===== config.mk =====
export PLATFORM = sky130hd
export DESIGN_NAME = usart_baud_divisor_calc_flat
export DESIGN_NICKNAME = d
export VERILOG_FILES = /design/src/sv/ubd_pkg.sv /design/src/sv/ubd_req_if.sv /design/src/sv/ubd_rsp_if.sv /design/src/sv/ubd_apb.sv /design/src/sv/ubd_cell.sv /design/src/sv/ubd_post.sv /design/src/sv/usart_baud_divisor_calc.sv /design/src/flat_wrapper.sv
export SDC_FILE = /design/constraint.sdc
export NUM_CORES = 2
export LEC_CHECK = 0
export ABC_CLOCK_PERIOD_IN_PS = 8800
export BUFFER_PORTS_ARGS = -buffer_cell sky130_fd_sc_hd__buf_2
export CORE_UTILIZATION = 45
export CTS_BUF_LIST = sky130_fd_sc_hd__clkbuf_4
export DETAILED_ROUTE_END_ITERATION = 6
export PLACE_DENSITY_LB_ADDON = 0.3
export SLEW_MARGIN = 10
export SYNTH_ARGS = -nofsm -noshare
export SYNTH_HDL_FRONTEND = slang
export SYNTH_SLANG_ARGS = --single-unit

===== constraint.sdc =====
create_clock -name clk -period 8.8 [get_ports clk]
set_input_delay 0.88 -clock clk [delete_from_list [all_inputs] [get_ports clk]]
set_output_delay 0.88 -clock clk [all_outputs]
set_load 0.02 [all_outputs]

===== src/sv/ubd_pkg.sv =====
// ----------------------------------------------------------------------------
// ubd_pkg
// Types and constants shared by the baud divisor calculator.
// ----------------------------------------------------------------------------
package ubd_pkg;

	localparam int CLK_W    = 28;              // peripheral clock register
	localparam int RATE_W   = 26;              // requested baud rate
	localparam int DIV_W    = 16;              // divisor result
	localparam int NUM_W    = 33;              // clock * 25
	localparam int DEN_W    = 28;              // rate * 4 or rate * 2
	localparam int MANT_W   = 12;              // mantissa bits kept in the divisor
	localparam int R100_W   = 7;               // remainder modulo 100
	localparam int NCELLS   = NUM_W + 1;       // one extra cell drains the /100 step
	localparam int APB_AW   = 3;
	localparam int APB_DW   = 32;

	localparam logic [CLK_W-1:0] CLK_RESET     = 28'd8000000;
	localparam logic [NUM_W-1:0] CLK_X25_RESET = 33'd200000000;
	localparam logic [NUM_W-1:0] SCALE_25      = 33'd25;
	localparam logic [7:0]       DEC_BASE      = 8'd100;
	localparam logic [10:0]      ROUND_HALF    = 11'd50;
	// floor(x / 100) == (x * 1311) >> 17 for x below 1700
	localparam logic [10:0]      RECIP_100     = 11'd1311;
	localparam int               RECIP_SHIFT   = 17;
	localparam logic [4:0]       STEPS_16      = 5'd16;
	localparam logic [4:0]       STEPS_8       = 5'd8;

	// register index, taken from paddr[2]
	localparam logic REG_CLK = 1'b0;
	localparam logic REG_OVS = 1'b1;

	typedef struct packed {
		logic [DEN_W-1:0]  rem;    // running remainder of the main division
		logic [NUM_W-1:0]  num;    // dividend bits still to consume, MSB first
		logic [DEN_W-1:0]  den;
		logic [R100_W-1:0] r100;   // running remainder of quotient / 100
		logic              qbit;   // quotient bit from the previous cell
		logic [MANT_W-1:0] mant;   // low bits of quotient / 100
		logic              zero;   // rate was zero
	} cell_t;

endpackage


===== src/sv/ubd_req_if.sv =====
// ----------------------------------------------------------------------------
// ubd_req_if
// Request channel: one baud rate per item.
// ----------------------------------------------------------------------------
interface ubd_req_if;
	logic                       valid;
	logic                       ready;
	logic [ubd_pkg::RATE_W-1:0] baud_rate;

	modport source (output valid, output baud_rate, input ready);
	modport sink (input valid, input baud_rate, output ready);
endinterface


===== src/sv/ubd_rsp_if.sv =====
// ----------------------------------------------------------------------------
// ubd_rsp_if
// Response channel: divisor and zero rate flag per item.
// ----------------------------------------------------------------------------
interface ubd_rsp_if;
	logic                      valid;
	logic                      ready;
	logic [ubd_pkg::DIV_W-1:0] divisor;
	logic                      zero_rate_error;

	modport source (output valid, output divisor, output zero_rate_error, input ready);
	modport sink (input valid, input divisor, input zero_rate_error, output ready);
endinterface


===== src/sv/ubd_apb.sv =====
// ----------------------------------------------------------------------------
// ubd_apb
// Configuration registers: peripheral clock and oversampling mode.
// ----------------------------------------------------------------------------
module ubd_apb (
	input  logic                       clk,
	input  logic                       arst_n,
	input  logic                       psel,
	input  logic                       penable,
	input  logic                       pwrite,
	input  logic [ubd_pkg::APB_AW-1:0] paddr,
	input  logic [ubd_pkg::APB_DW-1:0] pwdata,
	output logic [ubd_pkg::APB_DW-1:0] prdata,
	output logic                       pready,
	output logic [ubd_pkg::NUM_W-1:0]  clk_x25,
	output logic                       by_eight
);

	logic [ubd_pkg::CLK_W-1:0] clk_hz_q;
	logic [ubd_pkg::NUM_W-1:0] clk_x25_q;
	logic                      by_eight_q;
	logic                      wr_en;
	logic                      reg_idx;
	logic [ubd_pkg::NUM_W-1:0] wr_x25;

	assign pready  = 1'b1;
	assign wr_en   = psel && penable && pwrite;
	assign reg_idx = paddr[2];
	// clock * 25 is formed once per write, off the item path
	assign wr_x25  = {{(ubd_pkg::NUM_W-ubd_pkg::CLK_W){1'b0}}, pwdata[ubd_pkg::CLK_W-1:0]}
		* ubd_pkg::SCALE_25;

	always_ff @(posedge clk or negedge arst_n) begin
		if (!arst_n) begin
			clk_hz_q   <= ubd_pkg::CLK_RESET;
			clk_x25_q  <= ubd_pkg::CLK_X25_RESET;
			by_eight_q <= 1'b0;
		end else if (wr_en) begin
			unique case (reg_idx)
				ubd_pkg::REG_CLK: begin
					clk_hz_q  <= pwdata[ubd_pkg::CLK_W-1:0];
					clk_x25_q <= wr_x25;
				end
				ubd_pkg::REG_OVS: begin
					by_eight_q <= pwdata[0];
				end
				default: begin
				end
			endcase
		end
	end

	always_comb begin
		unique case (reg_idx)
			ubd_pkg::REG_CLK: prdata = {{(ubd_pkg::APB_DW-ubd_pkg::CLK_W){1'b0}}, clk_hz_q};
			ubd_pkg::REG_OVS: prdata = {{(ubd_pkg::APB_DW-1){1'b0}}, by_eight_q};
			default:          prdata = '0;
		endcase
	end

	assign clk_x25  = clk_x25_q;
	assign by_eight = by_eight_q;

endmodule


===== src/sv/ubd_cell.sv =====
// ----------------------------------------------------------------------------
// ubd_cell
// One cell of the divider row: one restoring step of clock*25 / den, and one
// step of the running division of the quotient bit stream by 100.
// ----------------------------------------------------------------------------
module ubd_cell (
	input  logic           clk,
	input  logic           arst_n,
	input  logic           in_valid,
	input  ubd_pkg::cell_t in_data,
	output logic           in_ready,
	output logic           out_valid,
	output ubd_pkg::cell_t out_data,
	input  logic           out_ready
);

	logic                        valid_q;
	ubd_pkg::cell_t              data_q;
	ubd_pkg::cell_t              step;
	logic [ubd_pkg::DEN_W:0]     sh;
	logic [ubd_pkg::DEN_W:0]     diff;
	logic                        q;
	logic [ubd_pkg::R100_W:0]    sh2;
	logic [ubd_pkg::R100_W:0]    diff2;
	logic                        m;

	assign in_ready = !valid_q || out_ready;

	always_comb begin
		sh    = {in_data.rem, in_data.num[ubd_pkg::NUM_W-1]};
		diff  = sh - {1'b0, in_data.den};
		q     = (sh >= {1'b0, in_data.den});
		// quotient bits arrive MSB first; long division by 100 on them
		sh2   = {in_data.r100, in_data.qbit};
		diff2 = sh2 - ubd_pkg::DEC_BASE;
		m     = (sh2 >= ubd_pkg::DEC_BASE);

		step      = in_data;
		step.rem  = q ? diff[ubd_pkg::DEN_W-1:0] : sh[ubd_pkg::DEN_W-1:0];
		step.num  = {in_data.num[ubd_pkg::NUM_W-2:0], 1'b0};
		step.qbit = q;
		step.r100 = m ? diff2[ubd_pkg::R100_W-1:0] : sh2[ubd_pkg::R100_W-1:0];
		step.mant = {in_data.mant[ubd_pkg::MANT_W-2:0], m};
	end

	always_ff @(posedge clk or negedge arst_n) begin
		if (!arst_n) begin
			valid_q <= 1'b0;
		end else if (in_ready) begin
			valid_q <= in_valid;
		end
	end

	always_ff @(posedge clk) begin
		if (in_ready && in_valid) begin
			data_q <= step;
		end
	end

	assign out_valid = valid_q;
	assign out_data  = data_q;

`ifndef SYNTHESIS
	a_r100_range: assert property (@(posedge clk) disable iff (!arst_n)
		valid_q |-> ({1'b0, data_q.r100} < ubd_pkg::DEC_BASE))
		else $error("remainder mod 100 out of range");
	a_rem_below_den: assert property (@(posedge clk) disable iff (!arst_n)
		(valid_q && !data_q.zero) |-> (data_q.rem < data_q.den))
		else $error("division remainder not below divisor");
`endif

endmodule


===== src/sv/ubd_post.sv =====
// ----------------------------------------------------------------------------
// ubd_post
// Output stage: rounds the remainder mod 100 to sixteenths or eighths,
// carries a full fraction into the mantissa and holds the result item.
// ----------------------------------------------------------------------------
module ubd_post (
	input  logic                      clk,
	input  logic                      arst_n,
	input  logic                      by_eight,
	input  logic                      in_valid,
	input  ubd_pkg::cell_t            in_data,
	output logic                      in_ready,
	output logic                      out_valid,
	output logic [ubd_pkg::DIV_W-1:0] out_divisor,
	output logic                      out_zero,
	input  logic                      out_ready
);

	logic                         valid_q;
	logic [ubd_pkg::DIV_W-1:0]    divisor_q;
	logic                         zero_q;
	logic [10:0]                  scaled;
	logic [21:0]                  prod;
	logic [4:0]                   frac_raw;
	logic [4:0]                   steps;
	logic                         wrap;
	logic [ubd_pkg::MANT_W-1:0]   mant;
	logic [3:0]                   frac;
	logic [ubd_pkg::DIV_W-1:0]    divisor_d;

	assign in_ready = !valid_q || out_ready;

	always_comb begin
		scaled   = (by_eight ? {1'b0, in_data.r100, 3'b000} : {in_data.r100, 4'b0000})
			+ ubd_pkg::ROUND_HALF;
		prod     = {11'd0, scaled} * {11'd0, ubd_pkg::RECIP_100};
		frac_raw = prod[ubd_pkg::RECIP_SHIFT+4:ubd_pkg::RECIP_SHIFT];
		steps    = by_eight ? ubd_pkg::STEPS_8 : ubd_pkg::STEPS_16;
		wrap     = (frac_raw >= steps);
		mant     = wrap ? in_data.mant + 1'b1 : in_data.mant;
		frac     = wrap ? 4'd0 : frac_raw[3:0];
		divisor_d = in_data.zero ? '0 : {mant, frac};
	end

	always_ff @(posedge clk or negedge arst_n) begin
		if (!arst_n) begin
			valid_q <= 1'b0;
		end else if (in_ready) begin
			valid_q <= in_valid;
		end
	end

	always_ff @(posedge clk) begin
		if (in_ready && in_valid) begin
			divisor_q <= divisor_d;
			zero_q    <= in_data.zero;
		end
	end

	assign out_valid   = valid_q;
	assign out_divisor = divisor_q;
	assign out_zero    = zero_q;

endmodule


===== src/sv/usart_baud_divisor_calc.sv =====
// Pipeline: an accepted request is loaded into the first of 34 divider cells,
//   passes through the cells in order, then through the rounding register.
// Throughput: one item per cycle; the row of cells is fully pipelined and each
//   cell stalls only when the cell after it is full.
// Reset: clock register to 8 MHz, 16x oversampling, every stage empty.
// ----------------------------------------------------------------------------
// usart_baud_divisor_calc
// Fractional baud divisor: clock*25 / (4 or 2 * rate), split by 100 into
// mantissa and a fraction rounded to sixteenths or eighths.
// ----------------------------------------------------------------------------
module usart_baud_divisor_calc (
	input  logic                       clk,
	input  logic                       arst_n,
	input  logic                       psel,
	input  logic                       penable,
	input  logic                       pwrite,
	input  logic [ubd_pkg::APB_AW-1:0] paddr,
	input  logic [ubd_pkg::APB_DW-1:0] pwdata,
	output logic [ubd_pkg::APB_DW-1:0] prdata,
	output logic                       pready,
	ubd_req_if.sink                    req,
	ubd_rsp_if.source                  rsp
);

	logic [ubd_pkg::NUM_W-1:0] clk_x25;
	logic                      by_eight;
	ubd_pkg::cell_t            stage_d [ubd_pkg::NCELLS+1];
	logic                      stage_v [ubd_pkg::NCELLS+1];
	logic                      stage_r [ubd_pkg::NCELLS+1];

	ubd_apb u_apb (
		.clk      (clk),
		.arst_n   (arst_n),
		.psel     (psel),
		.penable  (penable),
		.pwrite   (pwrite),
		.paddr    (paddr),
		.pwdata   (pwdata),
		.prdata   (prdata),
		.pready   (pready),
		.clk_x25  (clk_x25),
		.by_eight (by_eight)
	);

	always_comb begin
		stage_d[0]      = '0;
		stage_d[0].num  = clk_x25;
		stage_d[0].den  = by_eight ? {1'b0, req.baud_rate, 1'b0} : {req.baud_rate, 2'b00};
		stage_d[0].zero = (req.baud_rate == '0);
	end
	assign stage_v[0] = req.valid;
	assign req.ready  = stage_r[0];

	for (genvar k = 0; k < ubd_pkg::NCELLS; k++) begin : g_cell
		ubd_cell u_cell (
			.clk       (clk),
			.arst_n    (arst_n),
			.in_valid  (stage_v[k]),
			.in_data   (stage_d[k]),
			.in_ready  (stage_r[k]),
			.out_valid (stage_v[k+1]),
			.out_data  (stage_d[k+1]),
			.out_ready (stage_r[k+1])
		);
	end

	ubd_post u_post (
		.clk         (clk),
		.arst_n      (arst_n),
		.by_eight    (by_eight),
		.in_valid    (stage_v[ubd_pkg::NCELLS]),
		.in_data     (stage_d[ubd_pkg::NCELLS]),
		.in_ready    (stage_r[ubd_pkg::NCELLS]),
		.out_valid   (rsp.valid),
		.out_divisor (rsp.divisor),
		.out_zero    (rsp.zero_rate_error),
		.out_ready   (rsp.ready)
	);

`ifndef SYNTHESIS
	a_zero_gives_zero: assert property (@(posedge clk) disable iff (!arst_n)
		(rsp.valid && rsp.zero_rate_error) |-> (rsp.divisor == '0))
		else $error("zero rate item with nonzero divisor");
	a_stall_needs_result: assert property (@(posedge clk) disable iff (!arst_n)
		!req.ready |-> rsp.valid)
		else $error("request stalled with no result waiting");
	a_no_drop: assert property (@(posedge clk) disable iff (!arst_n)
		(stage_v[ubd_pkg::NCELLS] && stage_r[ubd_pkg::NCELLS]) |=> rsp.valid)
		else $error("item from last cell lost");
`endif

endmodule


===== src/flat_wrapper.sv =====
// flat-port wrapper written by rule: the top's interface ports become plain ports
module usart_baud_divisor_calc_flat 
  (clk, arst_n, psel, penable, pwrite, paddr, pwdata, prdata, pready, req_valid, req_baud_rate, req_ready, rsp_valid, rsp_divisor, rsp_zero_rate_error, rsp_ready);
  ubd_req_if req_i ();
  ubd_rsp_if rsp_i ();
  input  logic clk;
  input  logic arst_n;
  input  logic psel;
  input  logic penable;
  input  logic pwrite;
  input  logic [ubd_pkg::APB_AW-1:0] paddr;
  input  logic [ubd_pkg::APB_DW-1:0] pwdata;
  output logic [ubd_pkg::APB_DW-1:0] prdata;
  output logic pready;
  input wire logic [$bits(req_i.valid)-1:0] req_valid;
  input wire logic [$bits(req_i.baud_rate)-1:0] req_baud_rate;
  output wire logic [$bits(req_i.ready)-1:0] req_ready;
  output wire logic [$bits(rsp_i.valid)-1:0] rsp_valid;
  output wire logic [$bits(rsp_i.divisor)-1:0] rsp_divisor;
  output wire logic [$bits(rsp_i.zero_rate_error)-1:0] rsp_zero_rate_error;
  input wire logic [$bits(rsp_i.ready)-1:0] rsp_ready;
  assign req_i.valid = req_valid;
  assign req_i.baud_rate = req_baud_rate;
  assign req_ready = req_i.ready;
  assign rsp_valid = rsp_i.valid;
  assign rsp_divisor = rsp_i.divisor;
  assign rsp_zero_rate_error = rsp_i.zero_rate_error;
  assign rsp_i.ready = rsp_ready;
  usart_baud_divisor_calc u_core (.clk(clk), .arst_n(arst_n), .psel(psel), .penable(penable), .pwrite(pwrite), .paddr(paddr), .pwdata(pwdata), .prdata(prdata), .pready(pready), .req(req_i), .rsp(rsp_i));
endmodule

======== After elaboration in Yosys (flattened, before gate mapping) ========
Index checks and enable logic that the tools add are counted.
storage, ports and cells
  flip-flop bits (word level) ............. 2810
  bits of input ports ..................... 68
  output and inout bits ................... 52
  word-level logic and storage cells ...... 569
cells by class
  add/sub/neg operators ................... 67
  $mul .................................... 2
  $lt $le $gt $ge ......................... 67
  multiplexer cells ....................... 70
  bitwise gates (word level) .............. 1
  reduce and logical (&&, ||, !) cells .... 111
operators by type and width
  kind                    count
  $ge 29x28->1            32
  $mux 28                 32
  $sub 28x28->28          31
  $ge 8x7->1 const B      32
  $mux 7                  32
  $sub 7x7->7 const B     32
  $pmux 32 s2             1
  $logic_and 1x1->1       37
  $logic_not 1->1         35
  $logic_or 1x1->1        35
  $mul 28x5->33 const B   1
  $ge 1x28->1             1
  $sub 1x28->28           1
  $logic_not 26->1        1
  $mul 11x11->22 const B  1
  $add 12x1->12 const B   1
  $mux 12                 1
  $add 11x6->11 const B   1
  $mux 11                 1
  $ge 1x7->1 const B      1
  $sub 1x7->7 const B     1
  $ge 5x5->1              1
  $mux 5                  1
  $reduce_and 2->1        2
  3 further kinds         4

======== Longest topological paths before layout ========
  depth in word-level cells ............... 37
  depth in mapped cells ................... 33
  gate-level depth less buffers ........... 30

======== Cells and area by module ========
From an unflattened synthesis, not the netlist that was laid out.
second synthesis, totals
  cells, all modules ...................... 15571
  area total of the unflattened synthesis .. 199583.9 µm²
modules (own cells, without submodules)
  module                                    instances  cells an instance  area each (µm²)  sequential area each (µm²)
  ubd_cell at u_core.g_cell[12].u_cell ...  25         426                5592.9           3298.2
  ubd_cell at u_core.g_cell[0].u_cell ...   9          431                5627.9           3298.2
  ubd_apb                                   1          660                5546.6           1500.2
  ubd_post                                  1          341                3096.7           535.5
  usart_baud_divisor_calc                   1          41                 467.9            0.0

======== Least setup slack after synthesis ========
Ideal clock, no wire load.
  path type ............................... in2reg
  start point ............................. in rsp_ready
  end point ............................... reg u_core.g_cell[8].u_cell.data_q (netlist bit u_core.g_cell[8].u_cell.out_data[0]) (enable)
  setup time .............................. 0.669 ns
  data arrival time ....................... 7.850 ns
  slack ................................... 0.281 ns
  cell stages on the path ................. 6
  path buffers ............................ 1
  path through ............................ nand4b_1 -> nor2_1 -> and2_1 -> and3_1 -> clkbuf_1 -> a21boi_0
between the ends
  longest elaborated chain between the ends .. 28
RTL lines
  item                            line                source
  start, declared                 flat_wrapper.sv:21  input wire logic [$bits(rsp_i.ready)-1:0] rsp_ready;
  $logic_or 1x1->1                ubd_post.sv:31      assign in_ready = !valid_q || out_ready;
  $logic_or 1x1->1 (26 in a row)  ubd_cell.sv:27      assign in_ready = !valid_q || out_ready;
  $logic_and 1x1->1               ubd_cell.sv:55      if (in_ready && in_valid) begin
  end signal, assigned            ubd_cell.sv:56      data_q <= step;
  end, declared                   ubd_cell.sv:18      ubd_pkg::cell_t data_q;
Every way passes these cells.
A chain may end at the register's enable or synchronous reset.

======== Final worst setup path ========
  start point ............................. reg u_core.u_apb.by_eight_q, in the netlist u_core.u_apb.by_eight
  end point ............................... reg u_core.u_post.divisor_q (netlist bit u_core.u_post.out_divisor[12]), data pin
between the ends
  longest elaborated chain between the ends .. 5
  elaborated cells between the ends (all ways) .. 6
  those cells by class .................... 1 x add/sub; 1 x mul; 1 x order compare; 3 x mux
RTL lines
  item                    line            source
  start, declared         ubd_apb.sv:21   logic by_eight_q;
  start signal, assigned  ubd_apb.sv:45   by_eight_q <= pwdata[0];
  $mux 11                 ubd_post.sv:34  scaled = (by_eight ? {1'b0, in_data.r100, 3'b000} : {in_data.r100, 4'b0000})
  $add 11x6->11           ubd_post.sv:35  + ubd_pkg::ROUND_HALF;
  $mul 11x11->22          ubd_post.sv:36  prod = {11'd0, scaled} * {11'd0, ubd_pkg::RECIP_100};
  $ge 5x5->1 *            ubd_post.sv:39  wrap = (frac_raw >= steps);
  $mux 12 *               ubd_post.sv:40  mant = wrap ? in_data.mant + 1'b1 : in_data.mant;
  end signal, assigned    ubd_post.sv:55  divisor_q <= divisor_d;
  end, declared           ubd_post.sv:20  logic [ubd_pkg::DIV_W-1:0] divisor_q;
Mark *: on every way between the ends. The rest lies on a longest branch, timed or not.

==> metrics.md <==
| Metric | Value |
|---|---|
| Status | `complete, but fails checks` |
| Failing checks | `DRC` |
| Internal Power | `37.31 mW` |
| FF-to-FF setup slack | `0.84 ns` |
| Placer Congestion | `0.9218` |
| Worst setup path class | `flop to flop` |
| Final std cells w/o fill | `17571` |
| Final worst setup slack | `0.8430 ns` |
| H-tree depth | `6` |
| Remaining antenna violation count | `0` |
| Synth Cell Area | `144300 um^2` |
| CTS tree | `built` |
| Remaining DRCs | `5` |
| Psw | `23.29 mW` |
| Crit path launch | `u_core.u_apb.by_eight` |
| DRT iter0 DRCs | `6767` |
| Final Cycle Share | `90.42%` |
| Tightest Pin Transition | `1.272 ns` |
| Crit-path max FO | `17` |
| Seq/Total Area, Yosys | `57.02%` |
| Final HPWL from detailed placement | `244000 um` |
| Post-CTS setup buffers | `0` |
| Core Util, Final | `50.47%` |
| Most used DFF post-synth | `edfxtp_1` |
| CP arrival | `9.32 ns` |
| Hold Path Class | `input pin to flop` |
| IO Port Bufs | `108` |
| Synth top area cells | `edfxtp_1 55%, ha_1 9.4%, a21oi_1 3.6%` |
| Dominant delay contributor by cell family on the critical path | `adder cells` |
| RSZ-0062 raised after global routing | `false` |
| Die area | `322900 um^2` |
| Core area | `318600 um^2` |
| Top Ports | `120` |
| Multi-input logic area | `56590 um^2` |
| Relative slew slack | `14.52%` |
| Total wire length | `327700 um` |
| Worst min-delay path startpoint | `pwdata[2]` |
| Area growth, synth to finish | `11.44%` |
| Global-route usage over all layers | `19.93%` |
| Drt pass-1 iters | `7` |
| Nets@finish | `14038` |
| Syn Area/Cell | `12.07 um^2` |
| Reg area | `82250 um^2` |
| Die height | `568.2 um` |
| Worst r2r src | `u_core.u_apb.by_eight` |
| Via count | `94312` |
| Fraction of synthesis flops using an asynchronous set or reset pin | `3.413%` |
| Setup WS pre-CTS | `0.7583 ns` |
| Vias in the first global route | `94437` |
| First-pass GRT wire length | `513800 um` |
| Distinct cells, synth | `96` |
| Switching share of power | `38.43%` |
| Combinational power share | `46.1%` |
| Fillcell total | `27814` |
| CTS root buffer | `clkbuf_4` |
| Worst path max stage delay | `0.61 ns` |
| Worst setup EP type | `flop` |
| Clock sinks | `2754` |
| Deepest clock path buffer count | `4` |
| Worst-skew pair later-pin latency | `1.55 ns` |
| Starting Density | `45.28%` |
| Clk network pwr share | `18.7%` |
| Clock slew at reported path FFs | `0.06 ns` |
| Antenna violations before repair | `18` |
| Worst Skew | `0.1355 ns` |
| EDFF count, synth | `2660` |
| Total CTS buffers | `726` |
| Hold Vio Cnt, Final | `0` |
| Max VDD drop | `0.3876 mV` |
| Yosys reg bits | `2754` |
| Max Fclk | `125.7 MHz` |
| Detailed-route vias per instance | `5.367` |
| Share of cells above drive strength 1 | `13.36%` |
| PD cells | `377.0 nW/um^2` |
| Worst Path Buf+Inv | `5` |
| Most used cell, CP | `ha_1` |
| Fin crit period | `7.957 ns` |
| Final setup fails | `0` |
| Setup Total Neg Slack | `0 ns` |
| Worst path slowest cell | `o31ai_4` |
| Seq pwr share | `35.2%` |
| Critical Path Start Type | `flop` |
| P_leak | `66.05 nW` |
| Cell taking the most area after synthesis | `edfxtp_1` |
| Die width | `568.2 um` |
| GRT overflow | `0` |
| Rows | `207` |
| Worst endpoint required time | `10.16 ns` |
| YS warnings | `0` |
| Min Hold Slack | `0.2564 ns` |
| Post-Syn Instances | `11953` |
| Routed wire per std cell | `18.65 um` |
| Largest net degree at the start of global routing | `107` |
| Placed insts | `16162` |
| Slew Limit Fails | `0` |
| Max_cap viols | `0` |
| Synth top area share | `55.37%` |
[kinds of logic (layout without fill, tap and decap cells)]
logic type / after synthesis / count (layout) / synth area share, %
buffers and inverters: 1523 / 2933 / 4.055
flip-flops: 2754 / 2754 / 57.02
AND/OR/NAND/NOR: 2552 / 2552 / 8.537
AO/OA/AOI/OAI: 2757 / 2757 / 11.88
other: 2 / 30 / 0.005206
adder cells (fa/ha/maj): 1156 / 1156 / 10.43
multiplexers: 418 / 418 / 3.281
XOR/XNOR: 791 / 791 / 4.802
[state kept, by name (all words and copies together), names as in the netlist]
register / cells
u_core.g_cell.u_cell.out_data: 2643
u_core.g_cell.u_cell.out_valid: 34
u_core.u_apb.by_eight: 1
u_core.u_apb.clk_hz_q: 28
u_core.u_apb.clk_x25: 30
u_core.u_post.out_divisor: 16
u_core.u_post.out_valid: 1
u_core.u_post.out_zero: 1
[layout by cell type (no fill, tap or decap), drive strengths merged, types with 88 or more instances in the layout]
cell and count:
nor2b 162, dlygate4sd3 103, nand4 123, xnor2 506
o21bai 88, ha 1079, clkinv 180, nand2 549
edfxtp 2660, o21a 148, a21o 362, o21ai 565
nand3 152, nor2 854, xor2 285, clkbuf 1068
mux2 382, nand2b 141, a21oi 1031, buf 180
inv 1381, nor3 160
[per-layer routing]
| layer | GRT usage, % | vias to the layer above | wire length, um | share of wire (%) |
|---|---|---|---|---|
| met4 | 6.966 | 28 | 9544 | 2.9 |
| li1 | - | 45815 | - | - |
| met3 | 2.891 | 663 | 15460 | 4.7 |
| met2 | 34.32 | 2460 | 160500 | 49 |
| met5 | 0 | - | 191 | 0.058 |
| met1 | 25.57 | 45346 | 142000 | 43 |
[stage by stage]
| step | total power [mW] | area (um^2) |
|---|---|---|
| finish | 60.61 | 160800 |
| global placement | 48.84 | 150200 |
| floorplan | 41.93 | 144300 |
| CTS | 61.17 | 160700 |
| detailed placement | 49.26 | 150200 |
| global route | 65.35 | 160800 |
[path summary, 6_finish.rpt]
kind,to,cells after the start
worst max-delay path,u_core.u_post.out_divisor[12],29
worst min-delay path,u_core.u_apb.clk_hz_q[2],3
worst max register to register,u_core.u_post.out_divisor[12],29
worst min register to register,u_core.g_cell[4].u_cell.out_data[74],0
max in group asynchronous,u_core.u_apb.by_eight,4
min in group asynchronous,u_core.u_apb.clk_hz_q[17],3
[worst min-delay path, stage by stage]
cell and delay [ns]:
dlygate4sd3_1 0.51, buf_2 0.13, mux2_2 0.14
[power groups by stage]
stage | clock network [mW] | logic, mW | registers (mW)
floorplan | 0 | 21.3 | 20.6
detailed placement | 0 | 27.6 | 21.6
global route | 12.4 | 31.3 | 21.7
global placement | 0 | 27.2 | 21.6
finish | 11.3 | 27.9 | 21.3
CTS | 11.8 | 28.0 | 21.4
[synthesized netlist by cell type, types with 162 or more instances]
master and n:
inv_1 1354, nand2_1 549, nor2b_1 162, xor2_1 285
nor2_1 852, o21ai_0 525, a21o_1 362, xnor2_1 506
mux2_2 251, a21oi_1 1030, edfxtp_1 2660, ha_1 1079
[cell type report]
class | instances | share of cell area, %
multi-input cells | 7692 | 35.20
clock buffers | 1068 | 4.987
inverters | 1357 | 3.170
flip-flops and latches | 2754 | 51.16
clock inverters | 225 | 0.8872
repair buffers | 283 | 1.323
diodes | 12 | 0.01868
well taps | 4180 | 3.253
[what timing repair did]
action,4_1_cts,5_1_grt
setup endpoints to repair,0,0
hold endpoints to repair,223,0
hold buffers,104,0
gates resized for setup,0,0
No activity file was read; power rests on OpenSTA's default activity.
